### src/rtl/tsch_ram.sv
`default_nettype none
// ----------------------------------------------------------------------------
// Generic RAM
// One write port and one read port with registered read data.
// ----------------------------------------------------------------------------
module tsch_ram #(
  parameter int WIDTH = 8,
  parameter int DEPTH = 64,
  localparam int AW = (DEPTH > 1) ? $clog2(DEPTH) : 1
) (
  input  wire logic             clk,
  input  wire logic             we,
  input  wire logic [AW-1:0]    waddr,
  input  wire logic [WIDTH-1:0] wdata,
  input  wire logic [AW-1:0]    raddr,
  output logic      [WIDTH-1:0] rdata
);

  logic [WIDTH-1:0] mem [DEPTH];

  always_ff @(posedge clk) begin
    if (we) begin
      mem[waddr] <= wdata;
    end
    rdata <= mem[raddr];
  end

endmodule
`default_nettype wire

### config.mk
export PLATFORM = sky130hd
export DESIGN_NAME = tsch_ram
export DESIGN_NICKNAME = d
export VERILOG_FILES = /design/src/rtl/tsch_ram.sv
export SDC_FILE = /design/constraint.sdc
export NUM_CORES = 1
export LEC_CHECK = 0
export BUFFER_PORTS_ARGS = -buffer_cell sky130_fd_sc_hd__buf_2
export CAP_MARGIN = 10
export CORE_MARGIN = 4
export CORE_UTILIZATION = 45
export DETAILED_ROUTE_END_ITERATION = 10
export PLACE_DENSITY_LB_ADDON = 0.15
export SLEW_MARGIN = 0
export SYNTH_ARGS = -nofsm -noshare
export SYNTH_HDL_FRONTEND = slang
export SYNTH_SLANG_ARGS = --single-unit
### constraint.sdc
create_clock -name clk -period 2.28 [get_ports clk]
set_input_delay 0.114 -clock clk [delete_from_list [all_inputs] [get_ports clk]]
set_output_delay 0.114 -clock clk [all_outputs]
set_load 0.1 [all_outputs]
# Yosys cells after proc, flatten, opt, wreduce, memory -nomap -nowiden
# Memory sizes are Yosys's and may differ from the RTL's. A register that Yosys moved wholly into a read port is not among the register bits.
# Index checks and enable logic that the tools add are counted.
[op_classes] muxes=2 addsub=0 n_eq_ne=0 mul=0 order_cmp=0 bitwise_logic=0 reduce_logical=0 shift=0 div_mod_pow=0
[op_table] operator="$mux W1" n=2
[totals] n_memories=1 rom_bits=0 mem_bits_rw=512 regBits=0 out_inout_bits=8 latch_bits=0 inputBits=22
[mem_list] memory="mem" words=64 width=8 read_ports=1 rd_clocked_by_memory_dff=1 write_ports=1 line_no="19" text="logic [WIDTH-1:0] mem [DEPTH];"

# Logic depth before layout (Yosys ltp)
[depth] ltp_word=2 ltp_mapped=9 ltp_nobuf=5

# Worst setup path after synthesis
# Ideal clock, no wire load.
[synth_timing] kind="input to register" start="input raddr[1]" end="register rdata[3] (read register of mem)" setup_time_ns=0.128 cell_stages=7 setup_slack_ns=0.498 t_arrival_ns=1.654 n_path_buf=3 path_cell_list="buf_4 buf_2 buf_2 mux4_2 mux4_2 o21ai_1 o41ai_1"
[synth_rtl] item="from (decl)" line_no="15" text="input wire logic [AW-1:0] raddr,"
[synth_rtl] item="to (decl)" line_no="16" text="output logic [WIDTH-1:0] rdata"

==> run_results.csv <==
group,metric,value,unit
clock_tree,cts_tree,"yes",
synth,synth-edff-count,512,
synth,synth_seq_area_share,0.770,
die,chipWidth,220,um
clock_tree,post_cts_buffers,0,
route,vias,9929,
sta,fmax,499,MHz
sta,setup_viol,0,
sta,hold_ws,0.0304,ns
sta,period_needed,2.00,ns
route,wl_per_cell,26.8,um
grt,antenna_found_initial,2,
die,die-area,0.0483,mm2
clock_tree,path_clk_slew,0.06,ns
sta,fin_setup_tns,0,ns
grt,grt_pass1_wl,69.6,mm
pwr,ir_worst_vdd,0.000466,V
route,drtPass1Iterations,5,
die,core,0.0442,mm2
place,port_buffers,29,
critical_path,crit_path_start_kind,"flip-flop",
status,status,"finished, final reports clean",
synth,synth_top_area_cell,"edfxtp_1",
layout,regArea,0.0155,mm2
critical_path,cp_slowest_cell,"mux4_2",
critical_path,required,2.75,ns
clock_tree,htree_levels,2,
synth,syn_area_per_cell,21.5,um2
clock_tree,cts_buffers,53,
worst_hold_path,hp-class,"input pin to flip-flop",
critical_path,cp_data_arrival_time,2.47,ns
sta,finalClockSkew,0.0188,ns
route,viasPerCell,5.65,
synth,syn-instance-count,940,
critical_path,crit_path_end_kind,"flip-flop",
route,ant_nets,0,
place,finalWeightedCongestion,0.831,
clock_tree,cts_hold_buf,3,
critical_path,max_stage_delay,0.46,ns
clock_tree,cts_buffer_depth,3,
grt,grt_use_total,0.200,
place,dp_hpwl,31.0,mm
synth,synthTopCellsByArea,"edfxtp_1 76%, mux4_2 14%, nor2_1 1.5%, mux2i_1 1.1%, dfxtp_1 0.79%",
clock_tree,cts_resized,0,
route,drc_errors,0,
grt,grt_pass1_vias,10200,
layout,area_growth,18.2,%
sta,finalMaxSlewViolations,0,
synth,ys_ff_latch,520,
synth,syn_area,0.0202,mm2
die,fp-row-count,77,
synth,synth_most_common_cell,"edfxtp_1",
critical_path,critPathTopFamily,"multiplexers",
layout,layout-drive-gt1-share,0.340,
synth,yosysWarnings,0,
sta,finalCritPeriodShare,0.878,
clock_tree,clockRootBuffer,"clkbuf_16",
sta,hold_viol_final,0,
flow_run,max_cap_viol_count,0,
synth,ys_types,40,
critical_path,crit_type,"flip-flop to flip-flop",
synth,synth-async-reset-ratio,0,
clock_tree,cts_sinks,520,
sta,worstMarginPinSlew,0.953,ns
route,routed_wl,47.0,mm
sta,maxSlewHeadroom,0.365,
synth,yosys.area.top_type_share,0.762,
route,drt_iter0_markers,962,
die,die_h,220,um
pwr,p_leak,7.77,nW
synth,synthFlopType,"edfxtp_1",
critical_path,path_max_fanout,1,
synth,yosys-top-cells-count,"512 x edfxtp_1, 126 x mux4_2, 83 x nor2_1",
pwr,powerDensity,863,mW/mm2
critical_path,path_buf_inv,0,
grt,grt_max_degree,65,
layout,multi_input_area,0.00432,mm2
die,start_util,0.456,
layout,n_fill_cell,3384,
layout,num-nets-final,1141,
critical_path,path_cells,"mux4_2 -> mux2_2 -> o221a_2 -> nor3_1 -> o32ai_1",
grt,overflow,0,
sta,rsz0062_at_grt,"false",
clock_tree,clk_latency,0.60,ns
die,ioPinCount,30,
synth,syn-num-nets,962,
[worst paths after layout]
| path | startpoint | endpoint | slack, ns | cells after the start |
|---|---|---|---|---|
| worst min register to register | mem[26][4]$_DFFE_PP_ | rdata[4]$_DFF_P_ | 0.85 | 3 |
| worst min-delay path | wdata[0] | mem[16][0]$_DFFE_PP_ | 0.03 | 1 |
| worst max-delay path | mem[28][4]$_DFFE_PP_ | rdata[4]$_DFF_P_ | 0.28 | 5 |
| worst max register to register | mem[28][4]$_DFFE_PP_ | rdata[4]$_DFF_P_ | 0.28 | 5 |
[cell families after synthesis]
group,Yosys count,synth area share
buffers and inverters,51,0.0157
AND/OR/NAND/NOR,153,0.0339
AO/OA/AOI/OAI,54,0.0207
flip-flops,520,0.770
multiplexers,162,0.159
[registers in the layout, indices dropped and copies added, names as in the netlist]
name and flops:
rdata 8, mem 512
[power breakdown]
group	internal [W]	switching (W)
sequential	0.0106	0.0000404
combinational	0.000462	0.000760
clock	0.00519	0.00352
total	0.0162	0.00432
[cells in the final DEF (no fill, tap or decap), types with 14 or more instances in the layout]
cell	n
edfxtp_1	512
buf_4	129
mux4_2	126
nor2_1	83
clkbuf_16	55
buf_2	26
mux2i_1	23
nand2_1	19
buf_12	16
clkinv_2	15
nor2b_1	14
[stage by stage]
stage / power [W] / cell area, um2 / util / setup WS (ns) / std cells
final: 0.0206 / 23800 / 0.539 / 0.278 / 1756
after global routing: 0.0213 / 23800 / 0.539 / 0.202 / 1755
after CTS: 0.0208 / 23800 / 0.539 / 0.238 / 1755
after detailed placement: 0.0121 / 22000 / 0.498 / 0.00788 / 1653
after global placement: 0.0120 / 22000 / 0.498 / 0.0134 / 1653
after floorplan: 0.0115 / 20200 / - / 0.498 / 940
[routing by layer]
metal,vias to the layer above,track usage,wire length [um]
met3,76,0.0386,2740
li1,4300,-,-
met4,4,0.0555,1270
met2,278,0.314,22400
met1,5271,0.291,20500
met5,-,0,27
[cell type report]
cell class                 instances  share of cell area
sequential                       520               0.652
multi-input combinational        369               0.181
timing repair buffer             175              0.0614
clock buffer                      65              0.0610
tap                              592              0.0311
clock inverter                    34              0.0133
antenna                            1            0.000105
Note: power is estimated with default switching activity, not from simulation.
