$ cat src/rtl/tsch_pkg.sv
`default_nettype none
// ----------------------------------------------------------------------------
// TSCH slot scheduler package
// Shared types, codes and channel tables of the slot scheduler.
// ----------------------------------------------------------------------------
package tsch_pkg;

  localparam int REG_CHANNELS = 37;
  localparam int ADV_CHANNELS = 3;

  localparam int MOD_W = 41;
  localparam int MOD_CNT_W = $clog2(MOD_W);

  typedef enum logic [1:0] {
    OP_TICK    = 2'd0,
    OP_WRITE   = 2'd1,
    OP_ASSIGN  = 2'd2,
    OP_RELEASE = 2'd3
  } op_t;

  typedef enum logic [1:0] {
    KIND_BEACON   = 2'd0,
    KIND_SHARED   = 2'd1,
    KIND_UPLINK   = 2'd2,
    KIND_DOWNLINK = 2'd3
  } kind_t;

  typedef enum logic [1:0] {
    ACT_SLEEP = 2'd0,
    ACT_TX    = 2'd1,
    ACT_RX    = 2'd2
  } action_t;

  localparam logic [7:0] CFG_GATEWAY = 8'd0;
  localparam logic [7:0] CFG_OWN_ID  = 8'd1;
  localparam logic [7:0] CFG_COUNT   = 8'd2;
  localparam logic [7:0] CFG_LISTEN  = 8'd3;

  typedef struct packed {
    logic [1:0]  kind;
    logic [7:0]  offset;
    logic [63:0] owner;
  } cell_t;

  typedef struct packed {
    logic             start;
    logic [MOD_W-1:0] dividend;
    logic [7:0]       divisor;
  } mod_req_t;

  typedef struct packed {
    logic       done;
    logic [7:0] rem;
  } mod_rsp_t;

  localparam logic [6:0] REG_FREQ [REG_CHANNELS] = '{
    7'd4,  7'd6,  7'd8,  7'd10, 7'd12, 7'd14, 7'd16, 7'd18, 7'd20, 7'd22,
    7'd24, 7'd28, 7'd30, 7'd32, 7'd34, 7'd36, 7'd38, 7'd40, 7'd42, 7'd44,
    7'd46, 7'd48, 7'd50, 7'd52, 7'd54, 7'd56, 7'd58, 7'd60, 7'd62, 7'd64,
    7'd66, 7'd68, 7'd70, 7'd72, 7'd74, 7'd76, 7'd78
  };

  localparam logic [6:0] ADV_FREQ [ADV_CHANNELS] = '{7'd2, 7'd26, 7'd80};

endpackage
`default_nettype wire

$ cat src/rtl/tsch_mod_unit.sv
`default_nettype none
// ----------------------------------------------------------------------------
// Iterative remainder unit
// Restoring remainder of a 41-bit value by an 8-bit divisor, one bit a cycle.
// ----------------------------------------------------------------------------
module tsch_mod_unit (
  input  wire logic              clk,
  input  wire logic              rst,
  input  wire tsch_pkg::mod_req_t req,
  output tsch_pkg::mod_rsp_t      rsp
);

  logic                          busy;
  logic                          done;
  logic [tsch_pkg::MOD_CNT_W-1:0] cnt;
  logic [tsch_pkg::MOD_W-1:0]     sh;
  logic [7:0]                     divisor;
  logic [7:0]                     rem;
  logic [8:0]                     trial;
  logic [7:0]                     rem_next;

  always_comb begin
    trial = {rem, sh[tsch_pkg::MOD_W-1]};
    if (trial >= {1'b0, divisor}) begin
      rem_next = 8'(trial - {1'b0, divisor});
    end else begin
      rem_next = trial[7:0];
    end
  end

  always_ff @(posedge clk) begin
    if (rst) begin
      busy <= 1'b0;
      done <= 1'b0;
      cnt  <= '0;
    end else begin
      if (req.start) begin
        busy    <= 1'b1;
        done    <= 1'b0;
        cnt     <= '0;
        sh      <= req.dividend;
        divisor <= req.divisor;
        rem     <= '0;
      end else if (busy) begin
        rem <= rem_next;
        sh  <= {sh[tsch_pkg::MOD_W-2:0], 1'b0};
        cnt <= cnt + 1'b1;
        if (cnt == tsch_pkg::MOD_CNT_W'(tsch_pkg::MOD_W - 1)) begin
          busy <= 1'b0;
          done <= 1'b1;
        end else begin
          done <= 1'b0;
        end
      end else begin
        done <= 1'b0;
      end
    end
  end

  assign rsp = {done, rem};

endmodule
`default_nettype wire

$ cat config.mk
export PLATFORM = sky130hd
export DESIGN_NAME = tsch_mod_unit
export DESIGN_NICKNAME = d
export VERILOG_FILES = /design/src/rtl/tsch_pkg.sv /design/src/rtl/tsch_mod_unit.sv
export SDC_FILE = /design/constraint.sdc
export NUM_CORES = 1
export LEC_CHECK = 0
export ABC_CLOCK_PERIOD_IN_PS = 3800
export BUFFER_PORTS_ARGS = -buffer_cell sky130_fd_sc_hd__buf_2
export CORE_AREA = 2 2 88 90
export CTS_CLUSTER_DIAMETER = 40
export CTS_CLUSTER_SIZE = 30
export DETAILED_ROUTE_END_ITERATION = 10
export DIE_AREA = 0 0 90 92
export SETUP_SLACK_MARGIN = 0.3
export SLEW_MARGIN = 20
export SYNTH_ARGS = -nofsm -noshare
export SYNTH_HDL_FRONTEND = slang
export SYNTH_SLANG_ARGS = --single-unit
$ cat constraint.sdc
create_clock -name clk -period 3.8 [get_ports clk]
set_input_delay 0.57 -clock clk [delete_from_list [all_inputs] [get_ports clk]]
set_output_delay 0.57 -clock clk [all_outputs]
set_load 0.01 [all_outputs]
* Yosys cells after proc, flatten, opt, wreduce, memory -nomap -nowiden
Index checks and enable logic that the tools add are counted.
Storage, ports and cells: register bits after elaboration 65, input port bits 52, output and inout bits 9
Operators by class: add/sub/neg operators 2, magnitude comparators 1, eq/ne operators 1, muxes and demuxes 8, bitwise logic cells 2, reduce and logical (&&, ||, !) cells 5
Operators with widths (number):
- $mux W41 | 2
- $mux W8 | 2
- $ge A9 B8 Y1 | 1
- $sub A8 B8 Y8 | 1
- $add A6 B1 Y6 const B | 1
- $eq A6 B6 Y1 const B | 1
- $mux W1 | 4
- $reduce_and A2 Y1 | 2
- $reduce_or A3 Y1 | 1
- $not A1 Y1 | 2
- $reduce_bool A2 Y1 | 1
- $reduce_or A2 Y1 | 1

* Longest topological paths before layout
depth in word-level cells 4, depth in mapped cells 8, gate-level depth less buffers 8

* Worst setup path before layout
Ideal clock, no wire load.
path type input to register, from input port req[49] (netlist name), to register rem[0], enable pin, arrival time 2.825 ns, required time 3.343 ns, setup slack 0.518 ns, stages 3, cell sequence buf_6 > nor2_1 > nor2_1
On the way: cells in the longest elaborated chain, start to end 2
RTL lines:
- from (decl) | line tsch_mod_unit.sv:9 | input wire tsch_pkg::mod_req_t req,
- $reduce_bool A2 Y1 (no source line)
- $reduce_and A2 Y1 (no source line)
- to (signal assigned) | line tsch_mod_unit.sv:45 | rem <= rem_next;
- to (decl) | line tsch_mod_unit.sv:18 | logic [7:0] rem;
No other way between the ends. A chain may end at the register's enable or synchronous reset.

* Worst setup path in the final report
from register rem[2], to register rem[3], data pin
On the way: cells in the longest elaborated chain, start to end 3, elaborated cells between the ends (all ways) 4, those cells by class 1 x add/sub; 1 x order compare; 2 x mux
RTL lines:
- $sub A8 B8 Y8 or $ge A9 B8 Y1 (tied branches) | line tsch_mod_unit.sv:25, tsch_mod_unit.sv:24
- $mux W8 (*) | line tsch_mod_unit.sv:24 | if (trial >= {1'b0, divisor}) begin
- $mux W8 (*) | line tsch_mod_unit.sv:44 | end else if (busy) begin
Mark *: on every way between the ends. The rest lies on a longest branch, timed or not. The select of a mux whose other input is x is not followed.

==> out/summary.txt <==
status = complete, no violations
share of cells above drive strength 1 = 41.8%
Worst-Margin Slew = 0.861 ns
Crit path arrival time = 2.26 ns
H-tree depth = 3
drt drc = 0
Final Util = 49.2%
total power draw = 1580 uW
critical path class = reg -> reg
Final nets = 353
core area = 7450 um^2
Die ar. = 8280 um^2
multi-input logic area = 1130 um^2
Initial Utilization = 41.7%
final wirelength = 5480 um
Critical Path Fanout Max = 9
crit-path cells = ha_1 -> a211oi_1 -> o21ai_1 -> a31oi_1 -> or3b_1 -> a21oi_1
Die Ht = 92 um
Post-synth EDFFs = 57
sum of negative setup slack = 0 ns
Area Growth Syn to Fin = 18.2%
max-slew violation count = 0
min Tclk post-route = 2.19 ns
Rows = 32
main area contributors after synthesis = edfxtp_1, mux2_2, dfxtp_1
r2r startpoint = rem[2]$_SDFFCE_PP0P_
top_reg_cell synth = edfxtp_1
cells after synthesis = 225
share of the synthesized area in the top cell type = 55.2%
CP Buf/Inv Count = 0
Cell variety after synth = 46
Max clock buf depth = 2
Finished Layout Cells = 396
leakage = 0.00145 uW
I/O pins = 61
register area = 1870 um^2
vias in the first global route = 1855
initial antenna violation count = 0
async set-reset flop share out of synthesis = 0%
Worst R2R Setup Slack = 1.61 ns
Max-slew headroom = 42.4%
CP max stage cell = a31oi_1
# Max-Cap Violations = 0
CP peak stage delay = 0.47 ns
Worst EP required = 3.87 ns
Tcrit/Tclk final = 57.7%
All-Layer GR Usage = 14.1%
CTS clk-pin slew, worst paths = 0.07 ns
Post-DRT Antenna Nets = 0
yosys warns = 0
# hold bufs at CTS = 0
post-synthesis sequential area ratio = 60.3%
hpwl dp = 3850 um
post-synthesis net count = 288
Worst-Skew Late Latency = 0.34 ns
DR vias = 1946
Setup crit start kind = register
largest net degree at the start of global routing = 31
CTS tree = done
initial DRC count = 63
total CTS buffers = 9
PD cells = 432 nW/um^2
CP Capture Type = register
Fmax achieved = 456 MHz
root buf cell = clkbuf_8
GR Overflow Total = 0
r2r endpoint = rem[3]$_SDFFCE_PP0P_
filler cell count = 711
DP Cell Count = 381
kind of cell adding the most delay to the critical path = compound AO/OA/AOI/OAI gates
setup bufs post-CTS = 0
vias per inst = 4.91
WL/cell = 13.8 um
TritonRoute pass-1 iters = 4
Reg2Reg Depth = 6
Worst Setup EP = rem[3]$_SDFFCE_PP0P_
flops & latches, synth = 65
Hold Vio Cnt, Final = 0
port buffer count = 60
unrepaired setup endpoints after global routing = false
area leader, netlist = edfxtp_1
critical path depth = 6
Commonest cells post-synth = edfxtp_1, mux2_2, inv_1
endpoints failing setup = 0
GPL Wtd Cong = 0.810
worst min path class = in -> reg
syn avg cell area = 13.8 um^2
VDD IR max = 0.228 mV
first-pass GRT wire length = 8870 um
clock sinks = 65
die width = 90 um
diodes inserted = 0
cell area after synthesis = 3100 um^2
CP startpoint = rem[2]$_SDFFCE_PP0P_
top-count cell post-synth = edfxtp_1
CTS resizes = 0
worst clock skew = 0.00558 ns
==> layout by cell type, fill, tap and decap left out, types with 4 or more instances in the layout <==
cell type,n
buf_2,60
edfxtp_1,57
mux2_2,40
inv_1,15
nand2_1,11
nor2_1,10
ha_1,10
clkbuf_8,9
a21oi_1,8
dfxtp_1,8
o21ai_0,5
nor3_1,4
==> cells by family (layout without fill, tap and decap cells) <==
family / after synthesis / after routing / synth area share (%)
adder cells (fa/ha/maj): 11 / 11 / 4.68
AND/OR/NAND/NOR: 44 / 44 / 7.50
multiplexers: 42 / 42 / 15.2
flip-flops: 65 / 65 / 60.3
XOR/XNOR: 5 / 5 / 1.41
buffers and inverters: 24 / 93 / 3.55
AO/OA/AOI/OAI: 34 / 34 / 7.38
==> worst min path at each step <==
stage / start / end / depth (start not counted)
3_5_place_dp: cnt[5]$_SDFFE_PP0P_ / cnt[5]$_SDFFE_PP0P_ / 2
3_3_place_gp: cnt[5]$_SDFFE_PP0P_ / cnt[5]$_SDFFE_PP0P_ / 2
4_1_cts: req[0] / divisor[0]$_DFFE_PP_ / 1
5_1_grt: req[0] / divisor[0]$_DFFE_PP_ / 1
2_1_floorplan: cnt[5]$_SDFFE_PP0P_ / cnt[5]$_SDFFE_PP0P_ / 2
6_report: req[3] / divisor[3]$_DFFE_PP_ / 1
==> registers in the layout (all words and copies together), names as in the netlist <==
name	cells
sh	41
divisor	8
rem	8
cnt	6
busy	1
done	1
==> cell type report <==
class | count | area share, %
flip-flops and latches | 65 | 51.0
repair buffers | 63 | 8.80
inverters | 15 | 1.54
clock inverters | 5 | 0.887
multi-input cells | 136 | 30.8
clock buffers | 10 | 3.48
well taps | 102 | 3.48
==> metrics by stage <==
| step | setup slack (ns) | cell area [um^2] | hold slack [ns] |
|---|---|---|---|
| floorplan | 0.518 | 3100 | 0.458 |
| global placement | 1.36 | 3510 | 0.472 |
| detailed placement | 1.38 | 3510 | 0.482 |
| CTS | 1.62 | 3670 | 0.396 |
| global route | 1.43 | 3670 | 0.388 |
| finish | 1.61 | 3670 | 0.409 |
==> layer usage <==
layer | vias up | GRT usage [%] | wire length (um)
met3 | 6 | 5.59 | 306
met1 | 925 | 17.3 | 2450
met2 | 42 | 22.7 | 2660
li1 | 973 | - | -
met4 | 0 | 5.00 | 63
met5 | - | 0 | 0
==> power breakdown <==
| part | internal, uW | switching (uW) | total [uW] |
|---|---|---|---|
| logic | 118 | 121 | 238 |
| clock network | 232 | 260 | 492 |
| registers | 835 | 18.1 | 853 |
| total | 1180 | 399 | 1580 |
Power figures use the tool's default switching activity.
